<file path="src/mxrs_pkg.sv">
`default_nettype none

package mxrs_pkg;

   // request opcodes
   localparam logic [3:0] OP_RAW64   = 4'd0;
   localparam logic [3:0] OP_LOW32   = 4'd1;
   localparam logic [3:0] OP_LOW16   = 4'd2;
   localparam logic [3:0] OP_LOW8    = 4'd3;
   localparam logic [3:0] OP_BYTEWIN = 4'd4;
   localparam logic [3:0] OP_BIT     = 4'd5;
   localparam logic [3:0] OP_MODULO  = 4'd6;
   localparam logic [3:0] OP_RANGE   = 4'd7;
   localparam logic [3:0] OP_RELOAD  = 4'd8;

   // generator constants
   localparam logic [63:0] MUL_K = 64'd5443;
   localparam logic [63:0] ADD_K = 64'd1548586312338621;
   localparam int SHR_A = 19;
   localparam int SHL_B = 31;
   localparam int SHR_C = 23;
   localparam int SHL_D = 7;
   localparam logic [5:0] WIN_BASE = 6'd16;

   // divider geometry
   localparam int DVD_W = 64;
   localparam int DVS_W = 33;
   localparam logic [5:0] DIV_LAST = 6'd63;

   typedef struct packed {
      logic load_req;
      logic mul;
      logic mix;
      logic div_start;
      logic div_step;
      logic reload;
      logic rsp_load;
   } cmd_type;

   typedef struct packed {
      logic need_draw;
      logic need_div;
      logic reload_op;
      logic div_last;
   } status_type;

endpackage

`default_nettype wire

</file>
<file path="src/mxrs_ctrl.sv">
`default_nettype none

module mxrs_ctrl
   import mxrs_pkg::*;
(
   input  wire logic       clock,
   input  wire logic       reset,
   input  wire logic       req_valid,
   output logic            req_ready,
   output logic            rsp_valid,
   input  wire logic       rsp_ready,
   input  wire status_type status,
   output cmd_type         cmd
);

   localparam logic [2:0] S_IDLE   = 3'd0;
   localparam logic [2:0] S_DECODE = 3'd1;
   localparam logic [2:0] S_MIX    = 3'd2;
   localparam logic [2:0] S_DIV    = 3'd3;
   localparam logic [2:0] S_DONE   = 3'd4;

   logic [2:0] state_ff, state_in;
   logic       rsp_valid_ff, rsp_valid_in;
   logic       slot_free;

   assign req_ready = (state_ff == S_IDLE);
   assign rsp_valid = rsp_valid_ff;
   assign slot_free = !rsp_valid_ff || rsp_ready;

   always_comb begin
      state_in = state_ff;
      cmd      = '0;
      unique case (state_ff)
         S_IDLE: begin
            if (req_valid) begin
               cmd.load_req = 1'b1;
               state_in     = S_DECODE;
            end
         end
         S_DECODE: begin
            if (status.need_draw) begin
               cmd.mul  = 1'b1;
               state_in = S_MIX;
            end else begin
               cmd.reload = status.reload_op;
               state_in   = S_DONE;
            end
         end
         S_MIX: begin
            cmd.mix = 1'b1;
            if (status.need_div) begin
               cmd.div_start = 1'b1;
               state_in      = S_DIV;
            end else begin
               state_in = S_DONE;
            end
         end
         S_DIV: begin
            cmd.div_step = 1'b1;
            if (status.div_last) state_in = S_DONE;
         end
         S_DONE: begin
            if (slot_free) begin
               cmd.rsp_load = 1'b1;
               state_in     = S_IDLE;
            end
         end
         default: state_in = S_IDLE;
      endcase
   end

   always_comb begin
      rsp_valid_in = rsp_valid_ff;
      if (cmd.rsp_load)     rsp_valid_in = 1'b1;
      else if (rsp_ready)   rsp_valid_in = 1'b0;
   end

   always_ff @(posedge clock) begin
      if (reset) begin
         state_ff     <= S_IDLE;
         rsp_valid_ff <= 1'b0;
      end else begin
         state_ff     <= state_in;
         rsp_valid_ff <= rsp_valid_in;
      end
   end

endmodule

`default_nettype wire

</file>
<file path="src/mxrs_dp.sv">
`default_nettype none

module mxrs_dp
   import mxrs_pkg::*;
(
   input  wire logic        clock,
   input  wire logic        reset,
   input  wire cmd_type     cmd,
   output status_type       status,
   input  wire logic        csr_write,
   input  wire logic [63:0] csr_start_seed,
   input  wire logic [3:0]  req_opcode,
   input  wire logic [30:0] req_modulus,
   input  wire logic [31:0] req_range_low,
   input  wire logic [31:0] req_range_high,
   output logic [63:0]      rsp_random_value,
   output logic             rsp_bad_request
);

   // architectural state
   logic [63:0] seed_ff, seed_in;
   logic [63:0] gen_ff, gen_in;

   // latched request
   logic [3:0]         op_ff;
   logic [30:0]        mod_ff;
   logic signed [31:0] lo_ff;
   logic signed [31:0] hi_ff;

   // draw pipeline
   logic [63:0] product_ff;
   logic [63:0] value_ff;
   logic [63:0] mixed;

   // restoring divider
   logic [DVD_W-1:0] dvd_ff;
   logic [DVS_W-1:0] dvs_ff;
   logic [DVS_W-1:0] rem_ff;
   logic [5:0]       cnt_ff;
   logic [DVS_W:0]   trial;
   logic [DVS_W:0]   trial_sub;
   logic [DVS_W-1:0] span;

   // output register
   logic [63:0] value_out_ff, value_out_in;
   logic        bad_out_ff, bad_out_in;

   logic        range_ok;
   logic        mod_ok;
   logic [5:0]  win_shift;
   logic [63:0] win_val;

   assign range_ok = !(lo_ff > hi_ff);
   assign mod_ok   = (mod_ff != 31'd0);

   always_comb begin
      status.reload_op = (op_ff == OP_RELOAD);
      status.need_div  = ((op_ff == OP_MODULO) && mod_ok) || ((op_ff == OP_RANGE) && range_ok);
      status.need_draw = (op_ff <= OP_BIT) || status.need_div;
      status.div_last  = (cnt_ff == DIV_LAST);
   end

   // add and xorshift mix on the registered product
   always_comb begin
      logic [63:0] t;
      t     = product_ff + ADD_K;
      t     = t ^ (t >> SHR_A);
      t     = t ^ (t << SHL_B);
      t     = t ^ (t >> SHR_C);
      t     = t ^ (t << SHL_D);
      mixed = t;
   end

   assign span = DVS_W'({hi_ff[31], hi_ff} - {lo_ff[31], lo_ff}) + DVS_W'(1);

   assign trial     = {rem_ff, dvd_ff[DVD_W-1]};
   assign trial_sub = trial - {1'b0, dvs_ff};

   always_comb begin
      seed_in = seed_ff;
      gen_in  = gen_ff;
      if (csr_write) begin
         seed_in = csr_start_seed;
         gen_in  = csr_start_seed;
      end else if (cmd.reload) begin
         gen_in = seed_ff;
      end else if (cmd.mix) begin
         gen_in = mixed;
      end
   end

   always_ff @(posedge clock) begin
      if (reset) begin
         seed_ff <= '0;
         gen_ff  <= '0;
      end else begin
         seed_ff <= seed_in;
         gen_ff  <= gen_in;
      end
   end

   always_ff @(posedge clock) begin
      if (cmd.load_req) begin
         op_ff  <= req_opcode;
         mod_ff <= req_modulus;
         lo_ff  <= req_range_low;
         hi_ff  <= req_range_high;
      end
      if (cmd.mul) product_ff <= gen_ff * MUL_K;
      if (cmd.mix) value_ff <= mixed;
   end

   always_ff @(posedge clock) begin
      if (cmd.div_start) begin
         dvd_ff <= mixed;
         rem_ff <= '0;
         cnt_ff <= '0;
         if (op_ff == OP_MODULO) dvs_ff <= {2'b00, mod_ff};
         else                    dvs_ff <= span;
      end else if (cmd.div_step) begin
         dvd_ff <= {dvd_ff[DVD_W-2:0], 1'b0};
         cnt_ff <= cnt_ff + 6'd1;
         if (!trial_sub[DVS_W]) rem_ff <= trial_sub[DVS_W-1:0];
         else                   rem_ff <= trial[DVS_W-1:0];
      end
   end

   // byte window: shift by bits 12..8 plus sixteen
   assign win_shift = {1'b0, value_ff[12:8]} + WIN_BASE;
   assign win_val   = value_ff >> win_shift;

   always_comb begin
      value_out_in = '0;
      bad_out_in   = 1'b0;
      case (op_ff)
         OP_RAW64:   value_out_in = value_ff;
         OP_LOW32:   value_out_in = {32'd0, value_ff[31:0]};
         OP_LOW16:   value_out_in = {48'd0, value_ff[15:0]};
         OP_LOW8:    value_out_in = {56'd0, value_ff[7:0]};
         OP_BYTEWIN: value_out_in = {56'd0, win_val[7:0]};
         OP_BIT:     value_out_in = {63'd0, value_ff[0]};
         OP_MODULO: begin
            bad_out_in = !mod_ok;
            if (mod_ok) value_out_in = {31'd0, rem_ff};
         end
         OP_RANGE: begin
            bad_out_in = !range_ok;
            if (range_ok) value_out_in = {32'd0, rem_ff[31:0] + lo_ff};
         end
         default: value_out_in = '0;
      endcase
   end

   always_ff @(posedge clock) begin
      if (cmd.rsp_load) begin
         value_out_ff <= value_out_in;
         bad_out_ff   <= bad_out_in;
      end
   end

   assign rsp_random_value = value_out_ff;
   assign rsp_bad_request  = bad_out_ff;

endmodule

`default_nettype wire

</file>
<file path="src/mixed_xorshift_random_source.sv">
`default_nettype none

// Channel  Ports                                        Direction  Notes
// req      req_valid/ready, opcode, modulus, range_*    in         one draw request
// rsp      rsp_valid/ready, random_value, bad_request   out        one result per request
// csr      csr_valid/ready, csr_start_seed              in         seed write, loads state
//
// Flow: raw/low/window/bit requests pass decode, multiply and mix before their
//   result; modulo and range then run the radix-2 restoring divider (64 steps).
//   Reload, rejected and unused opcodes go from decode straight to the result.
// Reset: synchronous; clears seed and generator state to zero.
// Stalls: a result waits in the output register while the next request is taken;
//   it is replaced only once the pending transaction has been taken.

module mixed_xorshift_random_source
   import mxrs_pkg::*;
(
   input  wire logic        clock,
   input  wire logic        reset,
   // request channel
   input  wire logic        req_valid,
   output logic             req_ready,
   input  wire logic [3:0]  req_opcode,
   input  wire logic [30:0] req_modulus,
   input  wire logic [31:0] req_range_low,
   input  wire logic [31:0] req_range_high,
   // response channel
   output logic             rsp_valid,
   input  wire logic        rsp_ready,
   output logic [63:0]      rsp_random_value,
   output logic             rsp_bad_request,
   // seed register
   input  wire logic        csr_valid,
   output logic             csr_ready,
   input  wire logic [63:0] csr_start_seed
);

   cmd_type    cmd;
   status_type status;
   logic       csr_write;

   // seed writes are always taken and load the seed and generator registers
   assign csr_ready = 1'b1;
   assign csr_write = csr_valid && csr_ready;

   // sequencer: accept, decode, multiply, mix, divide, deliver
   mxrs_ctrl u_ctrl (
      .clock     (clock),
      .reset     (reset),
      .req_valid (req_valid),
      .req_ready (req_ready),
      .rsp_valid (rsp_valid),
      .rsp_ready (rsp_ready),
      .status    (status),
      .cmd       (cmd)
   );

   // state, multiplier, xorshift mix, divider, result shaping
   mxrs_dp u_dp (
      .clock            (clock),
      .reset            (reset),
      .cmd              (cmd),
      .status           (status),
      .csr_write        (csr_write),
      .csr_start_seed   (csr_start_seed),
      .req_opcode       (req_opcode),
      .req_modulus      (req_modulus),
      .req_range_low    (req_range_low),
      .req_range_high   (req_range_high),
      .rsp_random_value (rsp_random_value),
      .rsp_bad_request  (rsp_bad_request)
   );

   // one request in flight at a time
   a_one_in_flight: assert property (@(posedge clock) disable iff (reset)
      (req_valid && req_ready) |=> !req_ready)
      else $error("request accepted while another is in flight");

   // a rejected request never carries a value
   a_bad_is_zero: assert property (@(posedge clock) disable iff (reset)
      (rsp_valid && rsp_bad_request) |-> (rsp_random_value == 64'd0))
      else $error("rejected transaction with nonzero value");

   // a new response only follows a load of the output register
   a_rsp_from_load: assert property (@(posedge clock) disable iff (reset)
      $rose(rsp_valid) |-> $past(cmd.rsp_load))
      else $error("response raised without output load");

   // divider only runs on requests that need it
   a_div_gated: assert property (@(posedge clock) disable iff (reset)
      cmd.div_start |-> (status.need_div && !req_ready))
      else $error("divider started outside a modulo or range request");

endmodule

`default_nettype wire

</file>
<file path="config.mk">
export PLATFORM = sky130hd
export DESIGN_NAME = mixed_xorshift_random_source
export DESIGN_NICKNAME = d
export VERILOG_FILES = /design/src/mxrs_pkg.sv /design/src/mxrs_ctrl.sv /design/src/mxrs_dp.sv /design/src/mixed_xorshift_random_source.sv
export SDC_FILE = /design/constraint.sdc
export NUM_CORES = 2
export LEC_CHECK = 0
export CORE_MARGIN = 4
export CORE_UTILIZATION = 59
export CTS_CLUSTER_SIZE = 28
export DETAILED_ROUTE_END_ITERATION = 8
export DONT_BUFFER_PORTS = 1
export PLACE_DENSITY = 0.85
export SYNTH_ARGS = -nofsm -noshare
export SYNTH_HDL_FRONTEND = slang
export SYNTH_SLANG_ARGS = --single-unit
</file>
<file path="constraint.sdc">
create_clock -name clock -period 5.8 [get_ports clock]
set_input_delay 1.16 -clock clock [delete_from_list [all_inputs] [get_ports clock]]
set_output_delay 1.16 -clock clock [all_outputs]
set_load 0.02 [all_outputs]
</file>
==> impl_metrics.json <==
{
  "fillers": 5608,
  "regArea_sq_um": 15110,
  "fin_nets": 5103,
  "syn-num-nets": 5061,
  "initial_core_util_pct": 59.52,
  "areaGrowthSynthToFinish_pct": 8.837,
  "period_share_pct": 96.76,
  "powerDensity_nw_per_um2": 551.5,
  "drt_wl_total_mm": 130.1,
  "design_area_sq_um": 47180,
  "drive_above_1_share_pct": 9.519,
  "synth_fa_ha_area_share_pct": 21.49,
  "htree_levels": 2,
  "setup-violations-final": 0,
  "yosysSeqAreaShare_pct": 34.84,
  "synth_xor_area_share_pct": 8.347,
  "synthArstFlopShare_pct": 0,
  "wire_per_inst_um": 24.40,
  "drc": 0,
  "synthMuxAreaShare_pct": 3.394,
  "postLayoutCoreUtil_pct": 64.78,
  "tns_ns": 0,
  "dr.pass1.iters": 6,
  "period_needed_ns": 5.612,
  "post-dp-hpwl_mm": 102.8,
  "hp-class": "reg2reg",
  "synth_compound_area_share_pct": 15.30,
  "clk_pin_slew_ns": 0.06,
  "cts_tree": "done",
  "cts_buffers": 61,
  "netlist-cell-type-count": 114,
  "cts-root-buf": "clkbuf_16",
  "hold_viol": 0,
  "critPathLaunchType": "flop",
  "p_leak_uw": 0.02077,
  "gr-total-overflow": 0,
  "yosys_warnings": 0,
  "grt.total_usage_pct": 32.73,
  "status": "finished, final reports clean",
  "synth-edff-count": 389,
  "maxSlewHeadroom_pct": 19.42,
  "avgSynthCellArea_sq_um": 10.14,
  "row_count": 99,
  "synth_top_family_by_area": "adder cells",
  "ir_drop_v": 0.0006424,
  "rsz0062_at_grt": "yes",
  "routed_via_density": 6.339,
  "layout_common_cells": "495 x inv_1, 407 x ha_1, 389 x edfxtp_1",
  "max_freq_ghz": 0.1782,
  "postCtsHoldBufs": 0,
  "grt_pass1_vias": 32565,
  "final_common_cell": "inv_1",
  "io_pins": 236,
  "placeableCoreArea_sq_um": 72830,
  "synth_simple_gate_area_share_pct": 10.84,
  "totalPowerFinal_uw": 26020,
  "gp_congestion": 1.032,
  "worst_pin_slew_ns": 1.202,
  "die_area_sq_um": 77880,
  "antenna_found_initial": 10,
  "cap_violations": 0,
  "fp.dieH_um": 279.1,
  "ant_nets": 0,
  "end_kind": "flop",
  "required_ns": 6.21,
  "synth_area_sq_um": 43350,
  "synth_top_cell_area_share_pct": 26.94,
  "grt_max_degree": 130,
  "port_buffers": 0,
  "post_cts_buffers": 0,
  "clk_latency_ns": 0.69,
  "synth_ff_type": "edfxtp_1",
  "vias": 33785,
  "fp.dieW_um": 279.1,
  "clock_skew_ns": 0.07482,
  "drv_slew": 0,
  "netlist_instances": 4275,
  "ys_top_cells_by_area": "edfxtp_1 27%, ha_1 12%, fa_1 9.7%",
  "cts_num_sinks": 560,
  "critical_path.max_fanout": 5,
  "worstPathArrival_ns": 6.02,
  "critical_path_class": "reg2reg",
  "grt_pass1_wl_mm": 197.0,
  "ctsLongestPathBuffers": 3,
  "ys_ff_latch": 560,
  "drtIter0Drc": 3636,
  "synth_largest_area_cell": "edfxtp_1",
  "post_dp_cell_area_sq_um": 45020,
  "multi_input_area_sq_um": 25850,
  "fin_hold_ws_ns": 0.4598
}
==> registers in the layout, summed over array words and instances (netlist names) <==
signal                 count
u_dp.dvd_ff               64
u_dp.gen_ff               64
u_dp.product_ff           64
u_dp.rsp_random_value     64
u_dp.seed_ff              64
u_dp.value_ff             64
u_dp.dvs_ff               33
u_dp.rem_ff               33
u_dp.hi_ff                32
u_dp.lo_ff                32
u_dp.mod_ff               31
u_dp.cnt_ff                6
u_dp.op_ff                 4
u_ctrl.state_ff            3
u_ctrl.rsp_valid           1
u_dp.rsp_bad_request       1
==> path summary, 6_finish.rpt <==
kind,start,end,slack [ns],depth (start not counted)
min reg2reg,u_dp.seed_ff[41],u_dp.seed_ff[41],0.46,2
max,u_dp.gen_ff[30],u_dp.product_ff[63],0.19,20
min,u_dp.seed_ff[41],u_dp.seed_ff[41],0.46,2
max reg2reg,u_dp.gen_ff[30],u_dp.product_ff[63],0.19,20
==> per-layer routing <==
layer	track usage, %	wire [um]
met2	53.33	60250
met1	43.85	50430
met5	0	46
met3	5.184	12580
met4	13.89	6749
==> cells in the mapped netlist (12+ instances only) <==
library cell and n:
a211o_1 17, a211oi_1 82, a21o_1 110, a21oi_1 279, a22oi_1 21, a31oi_1 25, and2_1 47, and3_1 33
buf_2 14, clkbuf_1 133, dfxtp_1 171, edfxtp_1 389, fa_1 211, ha_1 407, inv_1 498, mux2_2 38
mux2i_1 30, mux4_2 33, nand2_1 296, nand2b_1 31, nand3_1 70, nand4_1 24, nor2_1 284, nor2b_1 33
nor3_1 58, nor4_1 24, o211ai_1 20, o21a_1 28, o21ai_0 208, o21bai_1 17, o221ai_1 42, o31ai_1 18
or2_2 12, or3_1 17, xnor2_1 205, xnor2_2 13, xnor3_1 16, xor2_1 112
==> through the flow <==
| stage | worst slack (ns) | instances |
|---|---|---|
| floorplan | 0.3156 | 4275 |
| global placement | 0.05978 | 5213 |
| detailed placement | -0.1030 | 5213 |
| CTS | 0.004568 | 5329 |
| global route | -0.01054 | 5329 |
| finish | 0.1877 | 5330 |
==> repair_timing <==
action / CTS / global route
endpoints found under the hold margin: 0 / 0
setup endpoints to repair: 1 / 13
gates resized for setup: 2 / 17
cloned: 0 / 0
==> where the power goes <==
group          switching (uW)  internal (uW)  leakage, uW
clock network            1730           2330      0.00101
registers                 460           5290      0.00496
logic                   10400           5790       0.0148
total                   12600          13400       0.0208
==> final cells by class <==
| type | instances | share of cell area, % |
|---|---|---|
| antenna | 1 | 0.005303 |
| clock buffer | 76 | 3.461 |
| clock inverter | 40 | 1.002 |
| inverter | 499 | 3.972 |
| multi-input combinational | 3059 | 54.80 |
| sequential | 560 | 32.03 |
| tap | 959 | 2.543 |
| timing repair buffer | 136 | 2.190 |
==> critical path: stages, from the launching register on <==
cell and delay, ns:
dfxtp_1 0.37, buf_4 0.19, ha_1 0.25, fa_1 0.41, fa_1 0.53, inv_1 0.06, fa_1 0.47, fa_1 0.50
inv_1 0.04, ha_1 0.21, a21o_1 0.19, a21o_1 0.17, a21oi_1 0.19, o21ai_0 0.14, a21o_1 0.23, or3b_2 0.48
o2111ai_1 0.22, nand3b_1 0.15, a221o_1 0.32, a21oi_1 0.18, xnor2_1 0.07
==> kinds of logic (layout without fill, tap and decap cells) <==
kind of cell,Yosys count,count (layout)
other,1,2
flip-flops,560,560
adder cells (fa/ha/maj),618,618
XOR/XNOR,360,360
multiplexers,101,101
AND/OR/NAND/NOR,984,984
AO/OA/AOI/OAI,995,995
buffers and inverters,656,751
No activity file was read; power rests on OpenSTA's default activity.
